### src/hdl/pfa_pkg.sv
// Shared types and constants for the page-frame allocator.
// Action and status codes, stream packing widths and the controller status record.
// No dependencies.
`timescale 1ns / 1ps
`default_nettype none
package pfa_pkg;

  localparam int DEF_NUM_PAGES   = 16384;
  localparam int DEF_PAGE_SHIFT  = 12;
  localparam int DEF_COUNT_WIDTH = 8;

  localparam int ACT_W       = 3;
  localparam int PHYS_W      = 32;
  localparam int ADDR_W      = 26;
  localparam int STATUS_W    = 3;
  localparam int OUT_CNT_W   = 8;
  localparam int IN_TDATA_W  = 40;
  localparam int OUT_TDATA_W = 40;

  typedef enum logic [ACT_W-1:0] {
    ACT_ALLOC = 3'd0,
    ACT_FREE  = 3'd1,
    ACT_SEED  = 3'd2,
    ACT_INC   = 3'd3,
    ACT_DEC   = 3'd4,
    ACT_GET   = 3'd5
  } action_t;

  typedef enum logic [STATUS_W-1:0] {
    ST_OK       = 3'd0,
    ST_BAD_ADDR = 3'd1,
    ST_EMPTY    = 3'd2,
    ST_LIMIT    = 3'd3,
    ST_FULL     = 3'd4
  } status_t;

  typedef struct packed {
    logic clearing;
    logic idle;
    logic commit;
    logic released;
  } pfa_stat_t;

endpackage
`default_nettype wire

### src/hdl/pfa_ctrl.sv
// Sequencer and datapath of the allocator: reads, modifies and writes back the
// count table and the free stack, and holds the result register. Uses pfa_pkg.
`timescale 1ns / 1ps
`default_nettype none
module pfa_ctrl
  import pfa_pkg::*;
#(
  parameter int NUM_PAGES   = DEF_NUM_PAGES,
  parameter int PAGE_SHIFT  = DEF_PAGE_SHIFT,
  parameter int COUNT_WIDTH = DEF_COUNT_WIDTH,
  parameter int PW          = $clog2(NUM_PAGES),
  parameter int FW          = $clog2(NUM_PAGES + 1)
) (
  input  wire logic                   clk,
  input  wire logic                   rst_n,
  input  wire logic                   in_tvalid,
  output logic                        in_tready,
  input  wire logic [IN_TDATA_W-1:0]  in_tdata,
  output logic                        out_tvalid,
  input  wire logic                   out_tready,
  output logic      [OUT_TDATA_W-1:0] out_tdata,
  input  wire logic                   cfg_valid,
  output logic                        cfg_ready,
  input  wire logic [ADDR_W-1:0]      cfg_data,
  output logic                        cnt_we,
  output logic      [PW-1:0]          cnt_waddr,
  output logic      [COUNT_WIDTH-1:0] cnt_wdata,
  output logic                        cnt_re,
  output logic      [PW-1:0]          cnt_raddr,
  input  wire logic [COUNT_WIDTH-1:0] cnt_rdata,
  output logic                        stk_we,
  output logic      [PW-1:0]          stk_waddr,
  output logic      [PW-1:0]          stk_wdata,
  output logic                        stk_re,
  output logic      [PW-1:0]          stk_raddr,
  input  wire logic [PW-1:0]          stk_rdata,
  output pfa_stat_t                   stat,
  output logic      [FW-1:0]          stat_fill
);

  localparam logic [63:0] TOP_ADDR = 64'(NUM_PAGES) << PAGE_SHIFT;
  localparam logic [COUNT_WIDTH-1:0] COUNT_MAX = {COUNT_WIDTH{1'b1}};

  typedef enum logic [3:0] {
    S_CLEAR = 4'b0001,
    S_IDLE  = 4'b0010,
    S_POP   = 4'b0100,
    S_RD    = 4'b1000
  } state_t;

  state_t                  state_r, state_nxt;
  logic [PW-1:0]           clr_r;
  logic [FW-1:0]           fill_r, fill_nxt;
  logic [ADDR_W-1:0]       low_r;
  action_t                 act_r;
  logic [PHYS_W-1:0]       addr_r;
  logic [PW-1:0]           pg_r;
  logic                    empty_r;
  logic                    out_valid_r;
  logic [OUT_TDATA_W-1:0]  out_data_r;

  action_t                 in_act;
  logic [PHYS_W-1:0]       in_addr;
  logic [PW-1:0]           in_pg;
  logic                    in_acc;
  logic                    commit;
  logic                    range_bad;
  logic                    unaligned;
  logic                    can_push;
  logic [COUNT_WIDTH-1:0]  dec_cnt;
  logic [COUNT_WIDTH-1:0]  new_cnt;
  logic                    wr_cnt;
  logic                    push;
  logic                    pop;
  status_t                 res_status;
  logic [ADDR_W-1:0]       res_paddr;
  logic [COUNT_WIDTH-1:0]  res_cnt;
  logic                    res_rel;
  logic [63:0]             paddr_w;

  assign in_act  = action_t'(in_tdata[ACT_W-1:0]);
  assign in_addr = in_tdata[ACT_W+PHYS_W-1:ACT_W];
  assign in_pg   = PW'(in_addr >> PAGE_SHIFT);

  assign in_tready = (state_r == S_IDLE);
  assign in_acc    = in_tvalid && in_tready;
  assign commit    = (state_r == S_RD) && (!out_valid_r || out_tready);
  assign cfg_ready = 1'b1;

  assign range_bad = (addr_r < PHYS_W'(low_r)) || (64'(addr_r) >= TOP_ADDR);
  assign unaligned = (addr_r[PAGE_SHIFT-1:0] != '0);
  assign can_push  = (fill_r < FW'(NUM_PAGES));
  assign dec_cnt   = cnt_rdata - COUNT_WIDTH'(1);
  assign paddr_w   = 64'(pg_r) << PAGE_SHIFT;

  always_comb begin
    res_status = ST_OK;
    res_paddr  = '0;
    res_cnt    = '0;
    res_rel    = 1'b0;
    new_cnt    = cnt_rdata;
    wr_cnt     = 1'b0;
    push       = 1'b0;
    pop        = 1'b0;
    case (act_r)
      ACT_ALLOC: begin
        if (empty_r) begin
          res_status = ST_EMPTY;
        end else begin
          pop       = 1'b1;
          res_paddr = paddr_w[ADDR_W-1:0];
          res_cnt   = cnt_rdata;
        end
      end
      ACT_FREE, ACT_SEED: begin
        if (range_bad || unaligned) begin
          res_status = ST_BAD_ADDR;
        end else begin
          if (act_r == ACT_SEED || cnt_rdata == '0) begin
            new_cnt = '0;
          end else begin
            new_cnt = dec_cnt;
          end
          wr_cnt  = 1'b1;
          res_cnt = new_cnt;
          if (new_cnt == '0) begin
            if (can_push) begin
              push    = 1'b1;
              res_rel = 1'b1;
            end else begin
              res_status = ST_FULL;
            end
          end
        end
      end
      ACT_INC, ACT_DEC, ACT_GET: begin
        if (range_bad) begin
          res_status = ST_BAD_ADDR;
        end else begin
          if (act_r == ACT_INC) begin
            if (cnt_rdata == COUNT_MAX) begin
              res_status = ST_LIMIT;
            end else begin
              new_cnt = cnt_rdata + COUNT_WIDTH'(1);
              wr_cnt  = 1'b1;
            end
          end else if (act_r == ACT_DEC) begin
            if (cnt_rdata == '0) begin
              res_status = ST_LIMIT;
            end else begin
              new_cnt = dec_cnt;
              wr_cnt  = 1'b1;
            end
          end
          res_cnt = new_cnt;
        end
      end
      default: begin
        res_status = ST_BAD_ADDR;
      end
    endcase
  end

  always_comb begin
    fill_nxt = fill_r;
    if (commit && push) begin
      fill_nxt = fill_r + FW'(1);
    end else if (commit && pop) begin
      fill_nxt = fill_r - FW'(1);
    end
  end

  always_comb begin
    cnt_we    = 1'b0;
    cnt_waddr = pg_r;
    cnt_wdata = new_cnt;
    cnt_re    = 1'b0;
    cnt_raddr = in_pg;
    stk_we    = commit && push;
    stk_waddr = fill_r[PW-1:0];
    stk_wdata = pg_r;
    stk_re    = 1'b0;
    stk_raddr = PW'(fill_r - FW'(1));
    unique case (state_r)
      S_CLEAR: begin
        cnt_we    = 1'b1;
        cnt_waddr = clr_r;
        cnt_wdata = '0;
      end
      S_IDLE: begin
        cnt_re = in_acc && (in_act != ACT_ALLOC);
        stk_re = in_acc && (in_act == ACT_ALLOC) && (fill_r != '0);
      end
      S_POP: begin
        cnt_re    = 1'b1;
        cnt_raddr = stk_rdata;
      end
      S_RD: begin
        cnt_we = commit && wr_cnt;
      end
      default: begin
        cnt_we = 1'b0;
      end
    endcase
  end

  always_comb begin
    state_nxt = state_r;
    unique case (state_r)
      S_CLEAR: begin
        if (clr_r == PW'(NUM_PAGES - 1)) begin
          state_nxt = S_IDLE;
        end
      end
      S_IDLE: begin
        if (in_acc) begin
          if (in_act == ACT_ALLOC && fill_r != '0) begin
            state_nxt = S_POP;
          end else begin
            state_nxt = S_RD;
          end
        end
      end
      S_POP: begin
        state_nxt = S_RD;
      end
      S_RD: begin
        if (commit) begin
          state_nxt = S_IDLE;
        end
      end
      default: begin
        state_nxt = S_CLEAR;
      end
    endcase
  end

  always_ff @(posedge clk) begin
    if (!rst_n) begin
      state_r     <= S_CLEAR;
      clr_r       <= '0;
      fill_r      <= '0;
      low_r       <= '0;
      out_valid_r <= 1'b0;
    end else begin
      state_r <= state_nxt;
      fill_r  <= fill_nxt;
      if (state_r == S_CLEAR) begin
        clr_r <= clr_r + PW'(1);
      end
      if (cfg_valid) begin
        low_r <= cfg_data;
      end
      if (commit) begin
        out_valid_r <= 1'b1;
      end else if (out_tready) begin
        out_valid_r <= 1'b0;
      end
    end
  end

  always_ff @(posedge clk) begin
    if (in_acc) begin
      act_r   <= in_act;
      addr_r  <= in_addr;
      pg_r    <= in_pg;
      empty_r <= (fill_r == '0);
    end else if (state_r == S_POP) begin
      pg_r <= stk_rdata;
    end
    if (commit) begin
      out_data_r <= {
        {(OUT_TDATA_W - STATUS_W - ADDR_W - OUT_CNT_W - 1){1'b0}},
        res_rel, OUT_CNT_W'(res_cnt), res_paddr, res_status
      };
    end
  end

  assign out_tvalid = out_valid_r;
  assign out_tdata  = out_data_r;

  assign stat.clearing = (state_r == S_CLEAR);
  assign stat.idle     = (state_r == S_IDLE);
  assign stat.commit   = commit;
  assign stat.released = res_rel;
  assign stat_fill     = fill_r;

endmodule
`default_nettype wire

### config.mk
export PLATFORM = sky130hd
export DESIGN_NAME = pfa_ctrl
export DESIGN_NICKNAME = d
export VERILOG_FILES = /design/src/hdl/pfa_pkg.sv /design/src/hdl/pfa_ctrl.sv
export SDC_FILE = /design/constraint.sdc
export NUM_CORES = 1
export LEC_CHECK = 0
export BUFFER_PORTS_ARGS = -buffer_cell sky130_fd_sc_hd__buf_4
export CORE_MARGIN = 1
export CORE_UTILIZATION = 52
export CTS_CLUSTER_SIZE = 24
export DETAILED_ROUTE_END_ITERATION = 8
export GPL_ROUTABILITY_DRIVEN = 0
export PLACE_DENSITY = 0.81
export SYNTH_ARGS = -nofsm -noshare
export SYNTH_HDL_FRONTEND = slang
export SYNTH_SLANG_ARGS = --single-unit
### constraint.sdc
create_clock -name clk -period 3.9 [get_ports clk]
set_input_delay 0.585 -clock clk [delete_from_list [all_inputs] [get_ports clk]]
set_output_delay 0.585 -clock clk [all_outputs]
set_load 0.005 [all_outputs]
==> results.md, run 1 <==
- Primary FF master, synth: edfxtp_1
- Most numerous cell in the Yosys netlist: nand2_1
- Sw power: 0.762 mW
- WL final: 21.3 mm
- Number of clock sinks: 136
- Synth top cells by count: nand2_1, edfxtp_1, nor2_1
- CP delay by family, top: compound AO/OA/AOI/OAI gates
- Logic gate share of total power: 7.4%
- Crit path kind: reg2out
- Hold Vio Cnt, Final: 0
- Req. time, crit path: 3.31 ns
- Layout cells sized above 1: 29.9%
- Initial antenna violation count: 0
- Worst min-delay path class: in2reg
- First-pass GRT wire length: 32.9 mm
- Row cnt: 44
- Avg Cell Area, Syn: 9.22 µm²
- DP HPWL: 15.2 mm
- Clk slew on worst S/H paths: 0.06 ns
- Clock power frac: 45.9%
- Pre-CTS WS: 0.125 ns
- Sequential-to-total area share from yosys stat: 44.8%
- Max Clk Rate: 257 MHz
- Cell Pwr Density: 325 mW/mm²
- Post-Synthesis Cells: 843
- Vias in the first global route: 6,537
- Layout Utilization: 69.7%
- Startpoint Class: flip-flop
- Switch share: 23.1%
- # setup viols final: 0
- Clock Tree Buf Depth: 2
- Final Max Tran Viols: 0
- Async SR Flop Fraction: 0%
- Slowest cell on crit path: a2111o_1
- Synth Cell Area: 0.00777 mm²
- Number of synthesized flops with an enable pin: 76
- CP arrival: 3.30 ns
- Root Buffer: clkbuf_16
- Share of the synthesized area in the top cell type: 29.4%
- Skew final: 0.00733 ns
- Via count: 7,046
- Worst Tran Pin Value: 1.02 ns
- Synth Register Bits: 136
- Detail Route Antenna Nets: 0
- Worst skew pair latency: 0.42 ns
- Drt pass-1 iters: 5
- I/O pins: 237
- Hold Buf Count CTS: 0
- Internal power: 2.53 mW
- CTS tree: yes
- Slowest stage delay, CP: 0.48 ns
- Grt ovf: 0
- Count of input and output buffers: 216
- Synth area leaders: edfxtp_1, dfxtp_1, nand2_1
- GRT Total Usage: 26.7%
- Layout Nets: 1,164
- Die height: 124 µm
- Initial DRC Count: 725
- Buf/Inv on CP: 3
- Num CTS Buffers: 17
- Fin crit period: 3.89 ns
- Syn. warnings: 0
- Status: finished, final reports clean
- RSZ-0062 raised after global routing: true
- CP Capture Type: output port
- Final Worst Setup Slack: 0.0140 ns
- CP max FO: 8
- Htree depth: 4
- Ant diodes: 0
- Final TNS setup: 0 ns
- Max VDD drop: 0.323 mV
- Area delta synth->final: 30.2%
- Reg power frac: 46.7%
- Critical Path, Cell by Cell: ha_4, a21o_1, a211oi_2, o21ai_1, a2111o_1, a311oi_4, buf_6, nor2_4, buf_6, a32oi_2, o21ai_1, buf_4
- Die width: 124 µm
- Max_slew headroom: 31.8%
- Core Region: 0.0145 mm²
- DR WL/cell: 17.2 µm
- Die area: 0.0154 mm²
- Initial Util: 53.5%
- DR vias/cell: 5.70
- Synth area leader: edfxtp_1
- P_leak: 4.31 nW
- Netlist cell types: 71
- Total of max-cap violations: 0
- Remaining DRCs: 0
- Final worst-path cycle share: 99.6%
- Largest net degree at the start of global routing: 56
==> placed cells by master (no fill, tap or decap), types with 7 or more instances in the layout <==
| master | instances |
|---|---|
| inv_1 | 40 |
| and3_1 | 12 |
| ha_1 | 30 |
| nand2b_1 | 7 |
| and2_1 | 20 |
| clkbuf_16 | 18 |
| o21ai_0 | 22 |
| xor2_1 | 19 |
| nand3_1 | 27 |
| buf_4 | 233 |
| mux2i_1 | 28 |
| nor3_1 | 26 |
| nand4_1 | 10 |
| a21oi_1 | 26 |
| nor2_1 | 70 |
| edfxtp_1 | 76 |
| mux2_2 | 14 |
| conb_1 | 15 |
| xnor2_1 | 11 |
| dfxtp_1 | 60 |
| nand2_1 | 142 |
| nor4_1 | 12 |
==> worst register-to-register path: cells and delay by family, from the launching register on <==
kind	cells	cell delay (ns)
AOI/OAI and AO/OA	8	2.00
adders and majority gates	1	0.24
buffers and inverters	3	0.47
DFF	1	0.44
==> sequential cells by signal, summed over array words and instances, names as in the netlist <==
signal	cells
stat_fill	15
stk_wdata	14
clr_r	14
out_tdata	26
low_r	26
state_r	4
out_tvalid	1
empty_r	1
addr_r	32
act_r	3
==> final cells by class <==
type                       count  area [µm²]
timing repair buffer         238        1830
fill                        1135        4410
clock buffer                  18         429
sequential                   136        3480
tap                          184         230
inverter                      41         154
clock inverter                14         128
multi-input combinational    606        3870
==> metrics by stage <==
stage / total power, mW / std cells / instance area [µm²] / hold WS [ns]
global placement: 1.80 / 1195 / 9370 / 0.473
detailed placement: 1.80 / 1195 / 9370 / 0.480
finish: 3.29 / 1237 / 10100 / 0.340
global route: 3.40 / 1237 / 10100 / 0.323
floorplan: 1.69 / 856 / 7820 / 0.460
CTS: 3.31 / 1228 / 9950 / 0.325
==> logic make-up (layout without fill, tap and decap cells) <==
family / after synthesis / count (layout) / synth area share (%)
XOR/XNOR: 30 / 30 / 3.38
buffers and inverters: 115 / 311 / 7.47
flip-flops: 136 / 136 / 44.8
multiplexers: 42 / 42 / 5.63
adder cells (fa/ha/maj): 32 / 32 / 5.12
AND/OR/NAND/NOR: 363 / 364 / 22.6
other: 2 / 15 / 0.0966
AO/OA/AOI/OAI: 123 / 123 / 10.9
==> per-layer routing <==
| metal | global-route usage (%) | share of wire [%] |
|---|---|---|
| met1 | 33.9 | 42 |
| met4 | 11.9 | 3.2 |
| met5 | 0 | 0 |
| met2 | 43.5 | 48 |
| met3 | 5.93 | 7.1 |
==> worst paths after layout <==
path              cells past startpoint                         to             startpoint  slack, ns
setup / recovery                     12               cnt_wdata[7]    addr_r[6]$_DFFE_PP_       0.01
hold / removal                        1       addr_r[11]$_DFFE_PP_           in_tdata[14]       0.34
setup reg to reg                     12  stat_fill[7]$_SDFFE_PN0P_    addr_r[6]$_DFFE_PP_       0.65
hold reg to reg                       2      clr_r[1]$_SDFFE_PN0P_  clr_r[1]$_SDFFE_PN0P_       0.49
==> power by group through the flow <==
stage | sequential, mW | clock [mW] | combinational (mW)
3_5_place_dp | 1.57 | 0 | 0.238
4_1_cts | 1.54 | 1.53 | 0.240
6_report | 1.54 | 1.51 | 0.244
5_1_grt | 1.54 | 1.60 | 0.266
3_3_place_gp | 1.57 | 0 | 0.230
2_1_floorplan | 1.56 | 0 | 0.130
==> what timing repair did <==
action / CTS / global route
gates resized for setup: 4 / 22
endpoints found under the setup margin: 10 / 10
pin swaps: 2 / 14
buffers inserted: 1 / 7
cloned: 0 / 2
hold endpoints to repair: 0 / 0
No activity file was read; power rests on OpenSTA's default activity.
==> run 2, diff against run 1 <==
--- a/config.mk
+++ b/config.mk
@@ -11,7 +11,7 @@
 export CTS_CLUSTER_SIZE = 24
 export DETAILED_ROUTE_END_ITERATION = 8
 export GPL_ROUTABILITY_DRIVEN = 0
-export PLACE_DENSITY = 0.81
+export PLACE_DENSITY_LB_ADDON = 0.12
 export SYNTH_ARGS = -nofsm -noshare
 export SYNTH_HDL_FRONTEND = slang
 export SYNTH_SLANG_ARGS = --single-unit
==> results.md, run 2 (same netlist as run 1, synthesis figures left out) <==
- Hold Vio Cnt, Final: 0
- Htree depth: 4
- CP delay by family, top: compound AO/OA/AOI/OAI gates
- Number of instances in the placed design: 1,197
- CP Depth: 12
- WL final: 20.1 mm
- Initial antenna violation count: 0
- Total of max-cap violations: 0
- Die height: 124 µm
- Max Clk Rate: 259 MHz
- Worst r2r src: addr_r[5]$_DFFE_PP_
- Clk slew on worst S/H paths: 0.06 ns
- Non-Filler Instances: 1,239
- Slowest cell on crit path: a2111o_1
- Most flop-heavy register: addr_r
- Fin crit period: 3.86 ns
- RSZ-0062 raised after global routing: true
- Die area: 0.0154 mm²
- Root Buffer: clkbuf_16
- Post-route cell area: 0.0102 mm²
- DR vias/cell: 5.47
- Clock Tree Buf Depth: 2
- Grt ovf: 0
- CP Capture Type: output port
- Skew final: 0.0125 ns
- Cell Pwr Density: 347 mW/mm²
- Commonest non-fill, non-tap cell in the layout: buf_4
- Initial DRC Count: 636
- Worst skew pair latency: 0.42 ns
- Status: finished, final reports clean
- Buf/Inv on CP: 3
- Max VDD drop: 0.251 mV
- Crit path kind: reg2out
- CP max FO: 8
- Via count: 6,774
- P_leak: 4.36 nW
- Area of the multi-input gates: 0.00388 mm²
- Most frequent cells in the layout: buf_4, nand2_1, edfxtp_1
- Count of input and output buffers: 216
- Most frequent cell on the critical path: buf_4
- Number of flip-flops under the largest register name: 32
- Req. time, crit path: 3.31 ns
- Final Max Tran Viols: 0
- Max_slew headroom: 30.0%
- CP endpoint: cnt_wdata[2]
- R2R depth: 11
- Final worst-path cycle share: 98.9%
- Filler cell count: 1,138
- Detail Route Antenna Nets: 0
- Reg2reg end: stat_fill[2]$_SDFFE_PN0P_
- Crit path from: addr_r[5]$_DFFE_PP_
- Worst min-delay path class: in2reg
- Number of clock sinks: 136
- Die width: 124 µm
- Reg-to-reg slack, setup: 0.63 ns
- Drt pass-1 iters: 5
- CP arrival: 3.27 ns
- Register area: 0.00348 mm²
- Critical Path, Cell by Cell: ha_1, or3_4, a21oi_2, nor3_1, a2111o_1, a311oi_4, buf_4, nor3_4, buf_4, a32oi_1, nand2_1, buf_4
- Placed Area: 0.00938 mm²
- DP HPWL: 14.4 mm
- Startpoint Class: flip-flop
- Hold Buf Count CTS: 0
- Area delta synth->final: 31.5%
- GRT Total Usage: 25.9%
- First-pass GRT wire length: 32.0 mm
- Num CTS Buffers: 17
- Slowest stage delay, CP: 0.42 ns
- Remaining DRCs: 0
- I/O pins: 237
- DR WL/cell: 16.2 µm
- CTS tree: yes
- Vias in the first global route: 6,375
- Largest net degree at the start of global routing: 56
- Initial Util: 53.5%
- Layout cells sized above 1: 30.1%
- Layout Nets: 1,166
- # setup viols final: 0
- Worst Tran Pin Value: 1.05 ns
- Row cnt: 44
- Ant diodes: 0
- Core Region: 0.0145 mm²
run 2: cell types whose count changed in the layout (fill, tap and decap cells not counted), sizes merged:
| cell | previous run | this run |
|---|---|---|
| buf | 237 | 241 |
| bufinv | 1 | 5 |
| clkinv | 9 | 5 |
| clkbuf | 19 | 18 |
| clkinvlp | 2 | 1 |
| inv | 43 | 44 |
| nor3 | 29 | 28 |
run 2: worst min path at each step:
stage | slack (ns) | endpoint | start | depth (start not counted)
global placement | 0.47 | low_r[9]$_SDFFE_PN0P_ | low_r[9]$_SDFFE_PN0P_ | 2
detailed placement | 0.48 | low_r[6]$_SDFFE_PN0P_ | low_r[6]$_SDFFE_PN0P_ | 2
global route | 0.32 | addr_r[27]$_DFFE_PP_ | in_tdata[30] | 1
floorplan | 0.46 | low_r[10]$_SDFFE_PN0P_ | low_r[10]$_SDFFE_PN0P_ | 2
finish | 0.34 | addr_r[27]$_DFFE_PP_ | in_tdata[30] | 1
CTS | 0.32 | addr_r[10]$_DFFE_PP_ | in_tdata[13] | 1
run 2: report_power, final:
group / internal [mW] / leakage, nW / switching (mW)
Clock: 1.14 / 0.313 / 0.626
Sequential: 1.53 / 1.18 / 0.0121
Combinational: 0.125 / 2.86 / 0.115
run 2: through the flow:
| step | setup WS [ns] | setup TNS, ns | power [mW] | hold WS (ns) | util [%] |
|---|---|---|---|---|---|
| 2_1_floorplan | 0.638 | 0 | 1.69 | 0.460 | - |
| 3_3_place_gp | 0.240 | 0 | 1.79 | 0.474 | 64.6 |
| 3_5_place_dp | 0.190 | 0 | 1.80 | 0.485 | 64.6 |
| 4_1_cts | 0.00580 | 0 | 3.57 | 0.320 | 69.4 |
| 5_1_grt | -0.111 | -0.581 | 3.65 | 0.318 | 70.3 |
| 6_report | 0.0421 | 0 | 3.54 | 0.335 | 70.3 |
run 2: metal layers:
metal	up-vias	part of all wire [%]	GRT usage (%)
met4	0	1.8	9.14
li1	3342	-	-
met3	34	6.5	6.70
met1	3148	43	32.4
met2	250	49	43.0
met5	-	0	0
run 2: worst reg2reg max path, stage by stage, from the launching register on:
cell,delay (ns)
edfxtp_1,0.40
ha_1,0.31
or3_4,0.33
a21oi_2,0.15
nor3_1,0.05
a2111o_1,0.42
a311oi_4,0.39
buf_4,0.21
buf_6,0.17
o21a_1,0.38
nor4b_1,0.12
a211oi_1,0.25
run 2: repair_timing:
action | CTS | global route
resized for setup | 6 | 22
endpoints found under the hold margin | 0 | 0
endpoints found under the setup margin | 10 | 10
buffers inserted | 5 | 5
pin swaps | 3 | 15
run 2: final cells by class:
cell class                 instances  share of cell area [%]
multi-input combinational        605                    37.9
sequential                       136                    34.1
timing repair buffer             241                    17.9
tap                              184                    2.25
clock inverter                    14                    2.14
inverter                          41                    1.51
clock buffer                      18                    4.20
==> run 3, diff against run 2 <==
--- a/config.mk
+++ b/config.mk
@@ -12,6 +12,7 @@
 export DETAILED_ROUTE_END_ITERATION = 8
 export GPL_ROUTABILITY_DRIVEN = 0
 export PLACE_DENSITY_LB_ADDON = 0.12
+export SETUP_SLACK_MARGIN = 0.5
 export SYNTH_ARGS = -nofsm -noshare
 export SYNTH_HDL_FRONTEND = slang
 export SYNTH_SLANG_ARGS = --single-unit
==> constraint.sdc (replaced) <==
create_clock -name clk -period 3.9 [get_ports clk]
set_input_delay 0.585 -clock clk [delete_from_list [all_inputs] [get_ports clk]]
set_output_delay 0.585 -clock clk [all_outputs]
set_load 0.05 [all_outputs]
==> results.md, run 3 (same netlist as run 1, synthesis figures left out) <==
- Status: finished, final reports clean
- I/O pins: 237
- P_leak: 4.39 nW
- # setup viols final: 0
- Clock Tree Buf Depth: 2
- Grt ovf: 0
- Largest net degree at the start of global routing: 56
- Clk slew on worst S/H paths: 0.06 ns
- Die height: 124 µm
- Initial antenna violation count: 0
- CP arrival: 3.22 ns
- Buf/Inv on CP: 3
- Layout Utilization: 71.0%
- DR vias/cell: 5.58
- Die area: 0.0154 mm²
- Drt pass-1 iters: 5
- Final Max Tran Viols: 0
- Number of flip-flops under the largest register name: 32
- Count of input and output buffers: 216
- Max Clk Rate: 263 MHz
- Critical Path, Cell by Cell: ha_4, or3_4, a21oi_2, nor3_1, a2111o_1, a311oi_4, buf_6, buf_6, nor2_4, a21oi_4, o2bb2ai_4, buf_6
- Vias in the first global route: 6,535
- Core Region: 0.0145 mm²
- Hold Buf Count CTS: 0
- Most flop-heavy register: addr_r
- Htree depth: 4
- Skew final: 0.00771 ns
- Layout cells sized above 1: 31.8%
- Pre-CTS WS: 0.186 ns
- Layout Nets: 1,169
- CP delay by family, top: compound AO/OA/AOI/OAI gates
- Initial Util: 53.5%
- Slowest cell on crit path: edfxtp_1
- Grt met3 use: 7.22%
- Row cnt: 44
- CP max FO: 5
- DR WL/cell: 16.6 µm
- Cell Pwr Density: 325 mW/mm²
- Most frequent cell on the critical path: buf_6
- Detail Route Antenna Nets: 0
- Ant diodes: 0
- Met2 Use GR: 45.0%
- Num CTS Buffers: 17
- Slowest stage delay, CP: 0.44 ns
- Number of clock sinks: 136
- Most Used Layer, Global Route: met2
- R2R depth: 14
- Remaining DRCs: 0
- Root Buffer: clkbuf_16
- Startpoint Class: flip-flop
- Via count: 6,936
- Worst skew pair latency: 0.42 ns
- Worst min-delay path class: in2reg
- Hold Vio Cnt, Final: 0
- Final worst-path cycle share: 97.5%
- DP HPWL: 14.7 mm
- RSZ-0062 raised after global routing: true
- Die width: 124 µm
- Initial DRC Count: 594
- Worst Tran Pin Value: 1.03 ns
- Area delta synth->final: 32.7%
- Total of max-cap violations: 0
- Max_slew headroom: 31.4%
- Fin crit period: 3.80 ns
- CP Capture Type: output port
- Final Worst Setup Slack: 0.0976 ns
- First-pass GRT wire length: 32.7 mm
- Commonest non-fill, non-tap cell in the layout: buf_4
- Most frequent cells in the layout: buf_4, nand2_1, edfxtp_1
- Max VDD drop: 0.321 mV
- CP Depth: 12
- Crit path kind: reg2out
- Req. time, crit path: 3.31 ns
- CTS tree: yes
- WL final: 20.6 mm
- Number of instances in the placed design: 1,196
- Worst hold stages: 1
- Non-Filler Instances: 1,242
- Tot Pwr: 3.35 mW
- GRT Total Usage: 26.4%
- Met1 Use GR: 31.9%
## run 3: cell count changes in the layout (fill, tap and decap cells not counted), sizes merged
cell	previous run	this run
clkinvlp	1	3
nor2	71	72
clkinv	5	4
inv	44	41
buf	241	243
bufinv	5	1
clkbuf	18	24
## run 3: power by group
| group | switching, mW | total [mW] | internal (mW) |
|---|---|---|---|
| clock | 0.582 | 1.50 | 0.922 |
| sequential | 0.0115 | 1.54 | 1.53 |
| combinational | 0.182 | 0.309 | 0.127 |
| total | 0.775 | 3.35 | 2.57 |
## run 3: final cells by class
type | count | area, µm²
Fill cell | 1165 | 4220
Multi-Input combinational cell | 606 | 4000
Sequential cell | 136 | 3480
Timing Repair Buffer | 243 | 1890
Clock buffer | 24 | 482
Tap cell | 184 | 230
Inverter | 41 | 154
Clock inverter | 8 | 72.6
## run 3: path summary, 6_finish.rpt
path | start | to | slack [ns]
setup / recovery | addr_r[6]$_DFFE_PP_ | cnt_wdata[0] | 0.1
hold / removal | in_tdata[30] | addr_r[27]$_DFFE_PP_ | 0.34
setup reg to reg | addr_r[6]$_DFFE_PP_ | stat_fill[5]$_SDFFE_PN0P_ | 0.64
hold reg to reg | low_r[6]$_SDFFE_PN0P_ | low_r[6]$_SDFFE_PN0P_ | 0.49
## run 3: per-stage QoR
stage               TNS (ns)  hold WS (ns)  instance area (µm²)
detailed placement         0         0.481                 9430
finish                     0         0.343                10300
global route         -0.0543         0.324                10300
CTS                        0         0.326                10100
floorplan                  0         0.460                 7890
global placement           0         0.473                 9430
## run 3: routing by layer
metal  wire length, µm  part of all wire, %
met2             10300                   50
met1              8360                   41
met5                 0                    0
met3              1490                  7.2
met4               474                  2.3
## run 3: worst register-to-register path: stages (launching register included)
cell,delay [ns]
edfxtp_1,0.44
ha_4,0.20
or3_4,0.38
a21oi_2,0.13
nor3_1,0.05
a2111o_1,0.43
a311oi_4,0.31
buf_6,0.18
buf_6,0.14
buf_4,0.12
buf_12,0.10
buf_4,0.15
nor2_1,0.10
a221oi_2,0.28
nor4_2,0.08
## run 3: what timing repair did
| action | CTS | global route |
|---|---|---|
| pin swaps | 11 | 18 |
| endpoints found under the setup margin | 14 | 19 |
| gates resized for setup | 21 | 29 |
| setup buffers | 8 | 5 |
| cloned | 0 | 1 |
